==> src/rtl/rmf_pkg.sv <==
package rmf_pkg;

    localparam int PERM_ENTRIES = 256;
    localparam int PERM_AW      = $clog2(PERM_ENTRIES);
    localparam int MAX_OCTAVES  = 16;
    localparam int OCT_W        = 5;
    localparam int MUL_W        = 33;
    localparam int PROD_W       = 2 * MUL_W;
    localparam int CFG_IDX_W    = 4;
    localparam int CFG_DATA_W   = 16;

    localparam logic [CFG_IDX_W-1:0] CFG_OCTAVES = 4'd0;
    localparam logic [CFG_IDX_W-1:0] CFG_LACUN   = 4'd1;
    localparam logic [CFG_IDX_W-1:0] CFG_GAIN    = 4'd2;
    localparam logic [CFG_IDX_W-1:0] CFG_OFFSET  = 4'd3;

    localparam logic OP_LOAD = 1'b0;
    localparam logic OP_EVAL = 1'b1;

    typedef enum logic [4:0] {
        ST_IDLE,
        ST_SMP,
        ST_F0, ST_F1, ST_F2, ST_F3,
        ST_H0, ST_H1, ST_H2, ST_H3, ST_H4, ST_H5, ST_H6,
        ST_GRAD,
        ST_B0, ST_B1, ST_B2, ST_B3, ST_B4, ST_B5, ST_B6, ST_B7, ST_B8,
        ST_R0, ST_R1, ST_R2, ST_R3, ST_R4, ST_R5, ST_R6,
        ST_DONE
    } t_state;

    typedef struct packed {
        logic [OCT_W-1:0] octaves;
        logic [15:0]      lacunarity;
        logic [15:0]      gain;
        logic [15:0]      offset_level;
    } t_cfg;

    typedef struct packed {
        logic               start;
        logic signed [31:0] x;
        logic signed [31:0] y;
        logic signed [31:0] z;
    } t_job;

    typedef struct packed {
        logic        idle;
        logic        res_valid;
        logic [31:0] height;
    } t_ctrl_out;

    typedef struct packed {
        logic               en;
        logic [PERM_AW-1:0] addr;
        logic [7:0]         data;
    } t_perm_wr;

    // improved noise gradient, 12 directions padded to 16
    function automatic logic signed [18:0] grad3(input logic [3:0] h,
                                                  input logic signed [17:0] x,
                                                  input logic signed [17:0] y,
                                                  input logic signed [17:0] z);
        logic signed [18:0] u;
        logic signed [18:0] v;
        u = (h < 4'd8) ? 19'(x) : 19'(y);
        if (h < 4'd4) begin
            v = 19'(y);
        end else if (h == 4'd12 || h == 4'd14) begin
            v = 19'(x);
        end else begin
            v = 19'(z);
        end
        return (h[0] ? -u : u) + (h[1] ? -v : v);
    endfunction

endpackage

==> src/rtl/rmf_mul.sv <==
module rmf_mul
    import rmf_pkg::*;
(
    input  logic                     i_clk,
    input  logic signed [MUL_W-1:0]  i_a,
    input  logic signed [MUL_W-1:0]  i_b,
    output logic signed [PROD_W-1:0] o_p
);

    logic signed [PROD_W-1:0] r_p;

    always_ff @(posedge i_clk) begin
        r_p <= i_a * i_b;
    end

    assign o_p = r_p;

endmodule

==> config.mk <==
export PLATFORM = sky130hd
export DESIGN_NAME = rmf_mul
export DESIGN_NICKNAME = d
export VERILOG_FILES = /design/src/rtl/rmf_pkg.sv /design/src/rtl/rmf_mul.sv
export SDC_FILE = /design/constraint.sdc
export NUM_CORES = 2
export LEC_CHECK = 0
export BUFFER_PORTS_ARGS = -buffer_cell sky130_fd_sc_hd__buf_4
export CORE_MARGIN = 2
export CORE_UTILIZATION = 40
export CTS_CLUSTER_SIZE = 20
export DETAILED_ROUTE_END_ITERATION = 12
export PLACE_DENSITY = 0.52
export SKIP_CTS_REPAIR_TIMING = 1
export SLEW_MARGIN = 10
export SYNTH_ARGS = -nofsm -noshare
export SYNTH_HDL_FRONTEND = slang
export SYNTH_SLANG_ARGS = --single-unit
==> constraint.sdc <==
create_clock -name i_clk -period 9.7 [get_ports i_clk]
set_input_delay 0.485 -clock i_clk [delete_from_list [all_inputs] [get_ports i_clk]]
set_output_delay 0.485 -clock i_clk [all_outputs]
set_load 0.03 [all_outputs]
==> flow_summary_export.csv <==
group,metric,value,unit
grt,antenna_found_initial,11,
routing,met1_length,51600,um
yosys,synth_top_area_share,56.27,%
placement,dp.cells,5634,
floorplanning,initial_core_util,40.15,%
sta,worst_pin_slew,0.9912,ns
yosys,async_reset_ff_share,0,%
yosys,synth_commonest_cells,"fa_1, inv_1, and2_1",
yosys,synth-edff-count,0,
cts,cts_tree,"yes",
floorplanning,fp.dieW,323.1,um
final_layout,design_area,43030,um^2
grt,grt_pass1_vias,31253,
worst_setup_path,cp_data_required_time,10.01,ns
routing,drt-total-wl,120500,um
hold_path,hold_path_class,"primary input to flip-flop",
final_layout,drive_above_1_share,4.694,%
sta,rsz0062_at_grt,"false",
yosys,yosysTopAreaCell,"fa_1",
cts,clockRootBuffer,"clkbuf_16",
worst_setup_path,worst-setup-path-type,"primary input to flip-flop",
cts,clk_pin_slew,0.06,ns
placement,place.gp.congestion,0.8846,
worst_setup_path,cp-end-kind,"flip-flop",
cts,cts.sinks,66,
final_layout,largest_register_ff_count,66,
sta,tns,0,ns
routing,met2_length,59180,um
sta,finalHoldViolCount,0,
sta,timing.final.crit_period,8.253,ns
sta,slew_viol_final,0,
placement,dpl_cell_area,42710,um^2
status,status,"finished clean",
yosys,synth.distinct_cells,80,
worst_setup_path,critical_path.max_fanout,33,
final_layout,nets,5706,
yosys,syn-num-nets,5767,
yosys,synthFlopType,"dfxtp_1",
sta,slew_headroom,33.85,%
floorplanning,dieArea,104400,um^2
yosys,syn_inst,4338,
routing,wl_met3,6138,um
routing,vias,28191,
routing,drtPass1Iterations,5,
routing,drt_iter0_drc,1547,
cts,cts_max_level,3,
yosys,yosysSeqAreaShare,3.244,%
floorplanning,chipHeight,323.1,um
grt,track_usage,24.58,%
final_layout,utilization,42.41,%
sta,period_share,85.08,%
floorplanning,core-area,101400,um^2
worst_setup_path,cp_data_arrival_time,8.56,ns
yosys,avgSynthCellArea,9.390,um^2
routing,top_layer,"met5",
sta,max_freq,121.2,MHz
final_layout,syn2layout_area_growth,5.630,%
final_layout,instances_no_fill,5653,
yosys,netlist_area,40730,um^2
sta,setup_viol,0,
floorplanning,io_pins,133,
grt,grt_first_pass_wirelength,190600,um
cts,numCtsBuffers,9,
run,cap_violations,0,
yosys,yosysMostFrequentCell,"fa_1",
worst_setup_path,start_kind,"primary input",
placement,hpwl,94380,um
routing,via_per_inst,4.987,
routing,ant_nets,0,
yosys,synthTopCellsByArea,"fa_1, inv_1, and2_1",
grt,grt_overflow,0,
grt,grt_max_degree,34,
yosys,yosys_warnings,0,
routing,wl_per_cell,21.32,um
floorplanning,rows,117,
placement,numPortBuffers,132,
yosys,synth-seq-cells,66,
routing,drc_errors,0,
cts,cts_buffer_depth,2,
-- critical path, stage by stage --
cell and delay [ns]:
buf_4 0.35, nand2_1 0.15, inv_1 0.16, fa_1 0.50, fa_1 0.57, fa_1 0.90
buf_4 0.28, fa_1 0.45, fa_1 0.50, fa_1 0.55, fa_1 0.51, inv_1 0.05
fa_1 0.50, inv_1 0.05, ha_1 0.40, nand3_1 0.25, nor2_1 0.27, nand2_1 0.14
nor3_1 0.60, o311ai_4 0.29, nand3_2 0.23, a211oi_1 0.09, a311oi_1 0.26
-- final timing paths --
path / from / end / depth (start not counted) / slack (ns)
worst max-delay path: i_a[32] / o_p[64] / 23 / 1.45
worst min-delay path: i_a[0] / o_p[0] / 2 / 0.65
-- layout by cell type, fill, tap and decap left out, types with 3 or more instances in the layout --
cell and instances:
and4_1 5, a31oi_1 8, a21oi_1 57, nand4_1 11
o211ai_1 4, clkbuf_16 9, o21ai_0 25, diode_2 3
nor3_1 7, and3_1 5, nor2_1 68, or2_2 3
xnor2_1 43, a211o_1 6, nor2b_1 5, a211oi_1 7
o21ai_1 6, fa_1 1145, inv_1 1131, buf_4 149
and2_1 562, xor2_1 25, nand2_1 551, o21bai_1 11
a21oi_2 3, o21a_1 6, a21o_1 36, o31ai_4 3
nand2b_1 12, a211oi_2 3, or3_1 3, dfxtp_1 66
ha_1 217, nand3_1 25
-- per-stage QoR --
stage,hold WS [ns],setup slack (ns)
2_1_floorplan,0.6123,1.979
3_3_place_gp,0.9136,1.147
3_5_place_dp,0.9132,1.092
4_1_cts,0.6315,1.458
5_1_grt,0.6597,1.085
6_report,0.6476,1.447
-- layout make-up --
| type | instances | area (um^2) |
|---|---|---|
| clock inverter | 4 | 50.05 |
| inverter | 1131 | 4245 |
| multi-input combinational | 2920 | 34320 |
| sequential | 66 | 1321 |
| clock buffer | 12 | 256.5 |
| timing repair buffer | 149 | 1119 |
| fill | 10163 | 58420 |
| tap | 1368 | 1712 |
| antenna | 3 | 7.507 |
-- cells by family after synthesis --
logic type                 count (synthesis)  synth area share [%]
DFF                                       66                 3.244
AOI/OAI and AO/OA                        219                 4.067
xor gates and xnor gates                  68                 1.462
and+or+nand+nor                         1271                 15.78
adders and majority gates               1362                 62.94
buffers and inverters                   1352                 12.51
-- routing by layer --
metal / up-vias / global-route usage, %
li1: 12196 / -
met1: 15091 / 33.27
met2: 732 / 41.47
met3: 168 / 3.231
met4: 4 / 6.832
met5: - / 0
Power is left out: the tool's default activity adds up to more than one toggle a clock period on the data nets, which glitch-free logic cannot reach.
