$ cat src/rtl/rmf_pkg.sv
package rmf_pkg;

    localparam int PERM_ENTRIES = 256;
    localparam int PERM_AW      = $clog2(PERM_ENTRIES);
    localparam int MAX_OCTAVES  = 16;
    localparam int OCT_W        = 5;
    localparam int MUL_W        = 33;
    localparam int PROD_W       = 2 * MUL_W;
    localparam int CFG_IDX_W    = 4;
    localparam int CFG_DATA_W   = 16;

    localparam logic [CFG_IDX_W-1:0] CFG_OCTAVES = 4'd0;
    localparam logic [CFG_IDX_W-1:0] CFG_LACUN   = 4'd1;
    localparam logic [CFG_IDX_W-1:0] CFG_GAIN    = 4'd2;
    localparam logic [CFG_IDX_W-1:0] CFG_OFFSET  = 4'd3;

    localparam logic OP_LOAD = 1'b0;
    localparam logic OP_EVAL = 1'b1;

    typedef enum logic [4:0] {
        ST_IDLE,
        ST_SMP,
        ST_F0, ST_F1, ST_F2, ST_F3,
        ST_H0, ST_H1, ST_H2, ST_H3, ST_H4, ST_H5, ST_H6,
        ST_GRAD,
        ST_B0, ST_B1, ST_B2, ST_B3, ST_B4, ST_B5, ST_B6, ST_B7, ST_B8,
        ST_R0, ST_R1, ST_R2, ST_R3, ST_R4, ST_R5, ST_R6,
        ST_DONE
    } t_state;

    typedef struct packed {
        logic [OCT_W-1:0] octaves;
        logic [15:0]      lacunarity;
        logic [15:0]      gain;
        logic [15:0]      offset_level;
    } t_cfg;

    typedef struct packed {
        logic               start;
        logic signed [31:0] x;
        logic signed [31:0] y;
        logic signed [31:0] z;
    } t_job;

    typedef struct packed {
        logic        idle;
        logic        res_valid;
        logic [31:0] height;
    } t_ctrl_out;

    typedef struct packed {
        logic               en;
        logic [PERM_AW-1:0] addr;
        logic [7:0]         data;
    } t_perm_wr;

    // improved noise gradient, 12 directions padded to 16
    function automatic logic signed [18:0] grad3(input logic [3:0] h,
                                                  input logic signed [17:0] x,
                                                  input logic signed [17:0] y,
                                                  input logic signed [17:0] z);
        logic signed [18:0] u;
        logic signed [18:0] v;
        u = (h < 4'd8) ? 19'(x) : 19'(y);
        if (h < 4'd4) begin
            v = 19'(y);
        end else if (h == 4'd12 || h == 4'd14) begin
            v = 19'(x);
        end else begin
            v = 19'(z);
        end
        return (h[0] ? -u : u) + (h[1] ? -v : v);
    endfunction

endpackage

$ cat src/rtl/rmf_perm.sv
module rmf_perm
    import rmf_pkg::*;
(
    input  logic               i_clk,
    input  t_perm_wr           i_wr,
    input  logic [PERM_AW-1:0] i_rd_addr,
    output logic [7:0]         o_rd_data
);

    logic [7:0] r_mem [PERM_ENTRIES];
    logic [7:0] r_rd_data;

    always_ff @(posedge i_clk) begin
        if (i_wr.en) begin
            r_mem[i_wr.addr] <= i_wr.data;
        end
        r_rd_data <= r_mem[i_rd_addr];
    end

    assign o_rd_data = r_rd_data;

endmodule

$ cat config.mk
export PLATFORM = sky130hd
export DESIGN_NAME = rmf_perm
export DESIGN_NICKNAME = d
export VERILOG_FILES = /design/src/rtl/rmf_pkg.sv /design/src/rtl/rmf_perm.sv
export SDC_FILE = /design/constraint.sdc
export NUM_CORES = 2
export LEC_CHECK = 0
export BUFFER_PORTS_ARGS = -buffer_cell sky130_fd_sc_hd__buf_4
export CORE_UTILIZATION = 36
export CTS_BUF_LIST = sky130_fd_sc_hd__clkbuf_16
export DETAILED_ROUTE_END_ITERATION = 8
export SYNTH_ARGS = -nofsm -noshare
export SYNTH_HDL_FRONTEND = slang
export SYNTH_SLANG_ARGS = --single-unit
$ cat constraint.sdc
create_clock -name i_clk -period 3.5 [get_ports i_clk]
set_input_delay 0.35 -clock i_clk [delete_from_list [all_inputs] [get_ports i_clk]]
set_output_delay 0.35 -clock i_clk [all_outputs]
set_load 0.02 [all_outputs]
==> impl_metrics.csv <==
group,metric,value,unit
sta,setup_violations,0,
global_routing,grt_overflow,0,
setup_path,critPathArrivalTime,3800,ps
sta,hold_viol,2,
global_routing,antenna_found_initial,17,
floorplanning,initial_core_util,0.362,
sta,fin_worst_skew,43.8,ps
sta,setup_ws,403,ps
sta,max-slew-margin-rel,0.181,
sta,min_period,3100,ps
clocking,postCtsHoldBufs,4,
synth,synth_area,79600,µm²
setup_path,cp-endpoint,"o_rd_data[2]",
global_routing,first_global_vias,39700,
power_and_ir_drop,totalPowerFinal,0.0517,W
setup_path,r2r_slack,400,ps
setup_path,crit_type,"flip-flop to flip-flop",
global_routing,track_usage,0.180,
synth,synth_area_leaders,"edfxtp_1 (77%), mux4_2 (13%), mux2i_1 (1.7%)",
power_and_ir_drop,powerDensity,562,nW/µm²
synth,netlist_instances,3733,
detailed_routing,avgViaCountPerCell,5.45,
setup_path,crit_start,"r_mem[101][2]",
detailed_routing,routed_wl,202000,µm
cells_and_area,final_nets,4100,
outcome,outcome,"finished with violations",
detailed_routing,first_pass_iters,5,
setup_path,startpoint_type,"flip-flop",
clocking,ctsHtreeMaxLevel,4,
synth,avgSynthCellArea,21.3,µm²
detailed_routing,vias,39300,
floorplanning,die-height,472,µm
global_routing,grt_pass1_wl,288000,µm
clocking,clockBufferDepth,3,
clocking,cts.reportedPaths.clkPinSlew,60,ps
power_and_ir_drop,ir_drop,0.426,mV
synth,synth_edf_count,2048,
power_and_ir_drop,p_leak,28.7,nW
floorplanning,io_pins,34,
synth,yosys-top-cells-count,"edfxtp_1 (2048), mux4_2 (454), nor2_1 (282), mux2i_1 (134), a22oi_1 (133)",
cells_and_area,final_util,0.419,
setup_path,path_max_fanout,1,
clocking,clock-root-buffer,"clkbuf_16",
outcome,violations,"negative hold slack",
floorplanning,die_w,472,µm
sta,fin_crit_sh,0.885,
synth,synth_cell_types,55,
setup_path,reg2reg_depth,7,
detailed_routing,wl_met3,16600,µm
sta,finalMaxSlewViolations,0,
synth,synth_seq_cells,2056,
worst_hold_path,min_path_type,"input pin to flip-flop",
sta,rsz0062_at_grt,"no",
cells_and_area,area_growth,15.6,%
power_and_ir_drop,p_int,0.0405,W
power_and_ir_drop,switching_share,0.216,
place,dp_slack,-412,ps
sta,hold_ws,-8.49,ps
sta,setup_tns,0,ps
cells_and_area,drive_gt1_frac,0.265,
job,cap_violations,0,
floorplanning,rows,172,
clocking,post_cts_buffers,0,
power_and_ir_drop,p_seq_frac,0.526,
synth,syn-num-nets,3759,
clocking,clk_latency,850,ps
synth,synth_top_area_cell,"edfxtp_1",
synth,synthArstFlopShare,0,
detailed_routing,wl_per_cell,28.0,µm
detailed_routing,wl_met2,97000,µm
synth,ys.flop_type,"edfxtp_1",
detailed_routing,top_layer,"met5",
worst_hold_path,worstHoldStart,"i_wr[5]",
power_and_ir_drop,clockPowerShare,0.423,
clocking,cts_tree,"built",
floorplanning,dieArea,223000,µm²
sta,worst_slew_pin_slew,1230,ps
power_and_ir_drop,combPwrFrac,0.051,
clocking,cts_sinks,2056,
place,place_hpwl,126000,µm
clocking,cts_resized,0,
setup_path,r2r-end,"o_rd_data[2]",
synth,yosys_warnings,0,
detailed_routing,wl_met1,82400,µm
global_routing,grt_max_degree,153,
setup_path,crit_path_end_kind,"flip-flop",
synth,yosysMostFrequentCell,"edfxtp_1",
clocking,cts_buffers,202,
sta,max_freq,323,MHz
setup_path,r2r-start,"r_mem[101][2]",
synth,yosysSeqAreaShare,0.775,
floorplanning,core,220000,µm²
detailed_routing,drt-initial-drc-count,4789,
detailed_routing,ant_nets,0,
place,portBuffers,33,
place,globalplace.congestion,0.833,
synth,yosys.area.top_type_share,0.773,
detailed_routing,drcViolationCount,0,
power_and_ir_drop,power_switching,0.0112,W
setup_path,crit_required,4200,ps
==> worst min path at each step <==
stage / end / slack (ps) / depth (start not counted)
global placement: r_mem[102][4] / 750 / 1
detailed placement: r_mem[182][7] / 770 / 1
finish: r_mem[204][5] / -8 / 1
CTS: r_mem[70][1] / 10 / 1
global route: r_mem[70][1] / 5 / 1
floorplan: r_mem[0][0] / 450 / 0
==> routing by layer <==
layer	vias up	GRT usage
li1	16400	-
met1	21000	0.245
met2	1581	0.286
met3	302	0.0414
met4	6	0.0560
met5	-	0
==> cells by family after synthesis <==
group / after synthesis / share of synthesized area
AOI/OAI and AO/OA: 385 / 0.0342
muxes: 591 / 0.146
buffers and inverters: 235 / 0.0183
and+or+nand+nor: 466 / 0.0263
DFF: 2056 / 0.775
==> power by group through the flow <==
stage | combinational (W) | sequential (W) | clock [W]
after floorplan | 0.00132 | 0.0277 | 0
after global placement | 0.00260 | 0.0277 | 0
after detailed placement | 0.00264 | 0.0277 | 0
after CTS | 0.00265 | 0.0272 | 0.0222
after global routing | 0.00276 | 0.0272 | 0.0231
final | 0.00263 | 0.0272 | 0.0219
==> per-stage QoR <==
stage,instance area (µm²),std cells
6_report,92000,7215
5_1_grt,92000,7210
4_1_cts,92000,7205
3_5_place_dp,85200,6822
3_3_place_gp,85200,6820
2_1_floorplan,79600,3733
==> sequential cells by signal, indices dropped and copies added, names as in the netlist <==
name and flops:
r_mem 2048, o_rd_data 8
==> layout by cell type (no fill, tap or decap), types with 25 or more instances in the layout <==
cell / Yosys / layout
edfxtp_1: 2048 / 2048
mux4_2: 454 / 454
buf_4: 27 / 314
nor2_1: 282 / 279
clkbuf_16: 0 / 202
mux2i_1: 134 / 134
a22oi_1: 133 / 133
a21oi_1: 96 / 96
clkinv_1: 1 / 55
o221ai_1: 46 / 46
inv_1: 1 / 42
buf_12: 8 / 40
nand3_1: 34 / 34
nand2_1: 33 / 33
clkinv_2: 0 / 30
o22ai_1: 28 / 28
nor2b_1: 31 / 28
bufinv_16: 0 / 25
==> cell type report <==
cell class              instances  area (µm²)
fillers                     18900      128000
flip-flops and latches       2056       61700
clock buffers                 202        5050
multi-input cells            1442       16500
clock inverters               177        1700
repair buffers                370        3360
diodes                          8        20.0
well taps                    2958        3700
inverters                       2        7.51
==> critical path, cell delays in order (launching register included) <==
cell,delay (ps)
edfxtp_1,360
mux4_2,460
nor2b_1,140
a211oi_1,620
nor3_1,190
nor4_1,930
buf_4,250
nor4_2,40
(Power assumes the default switching activity.)
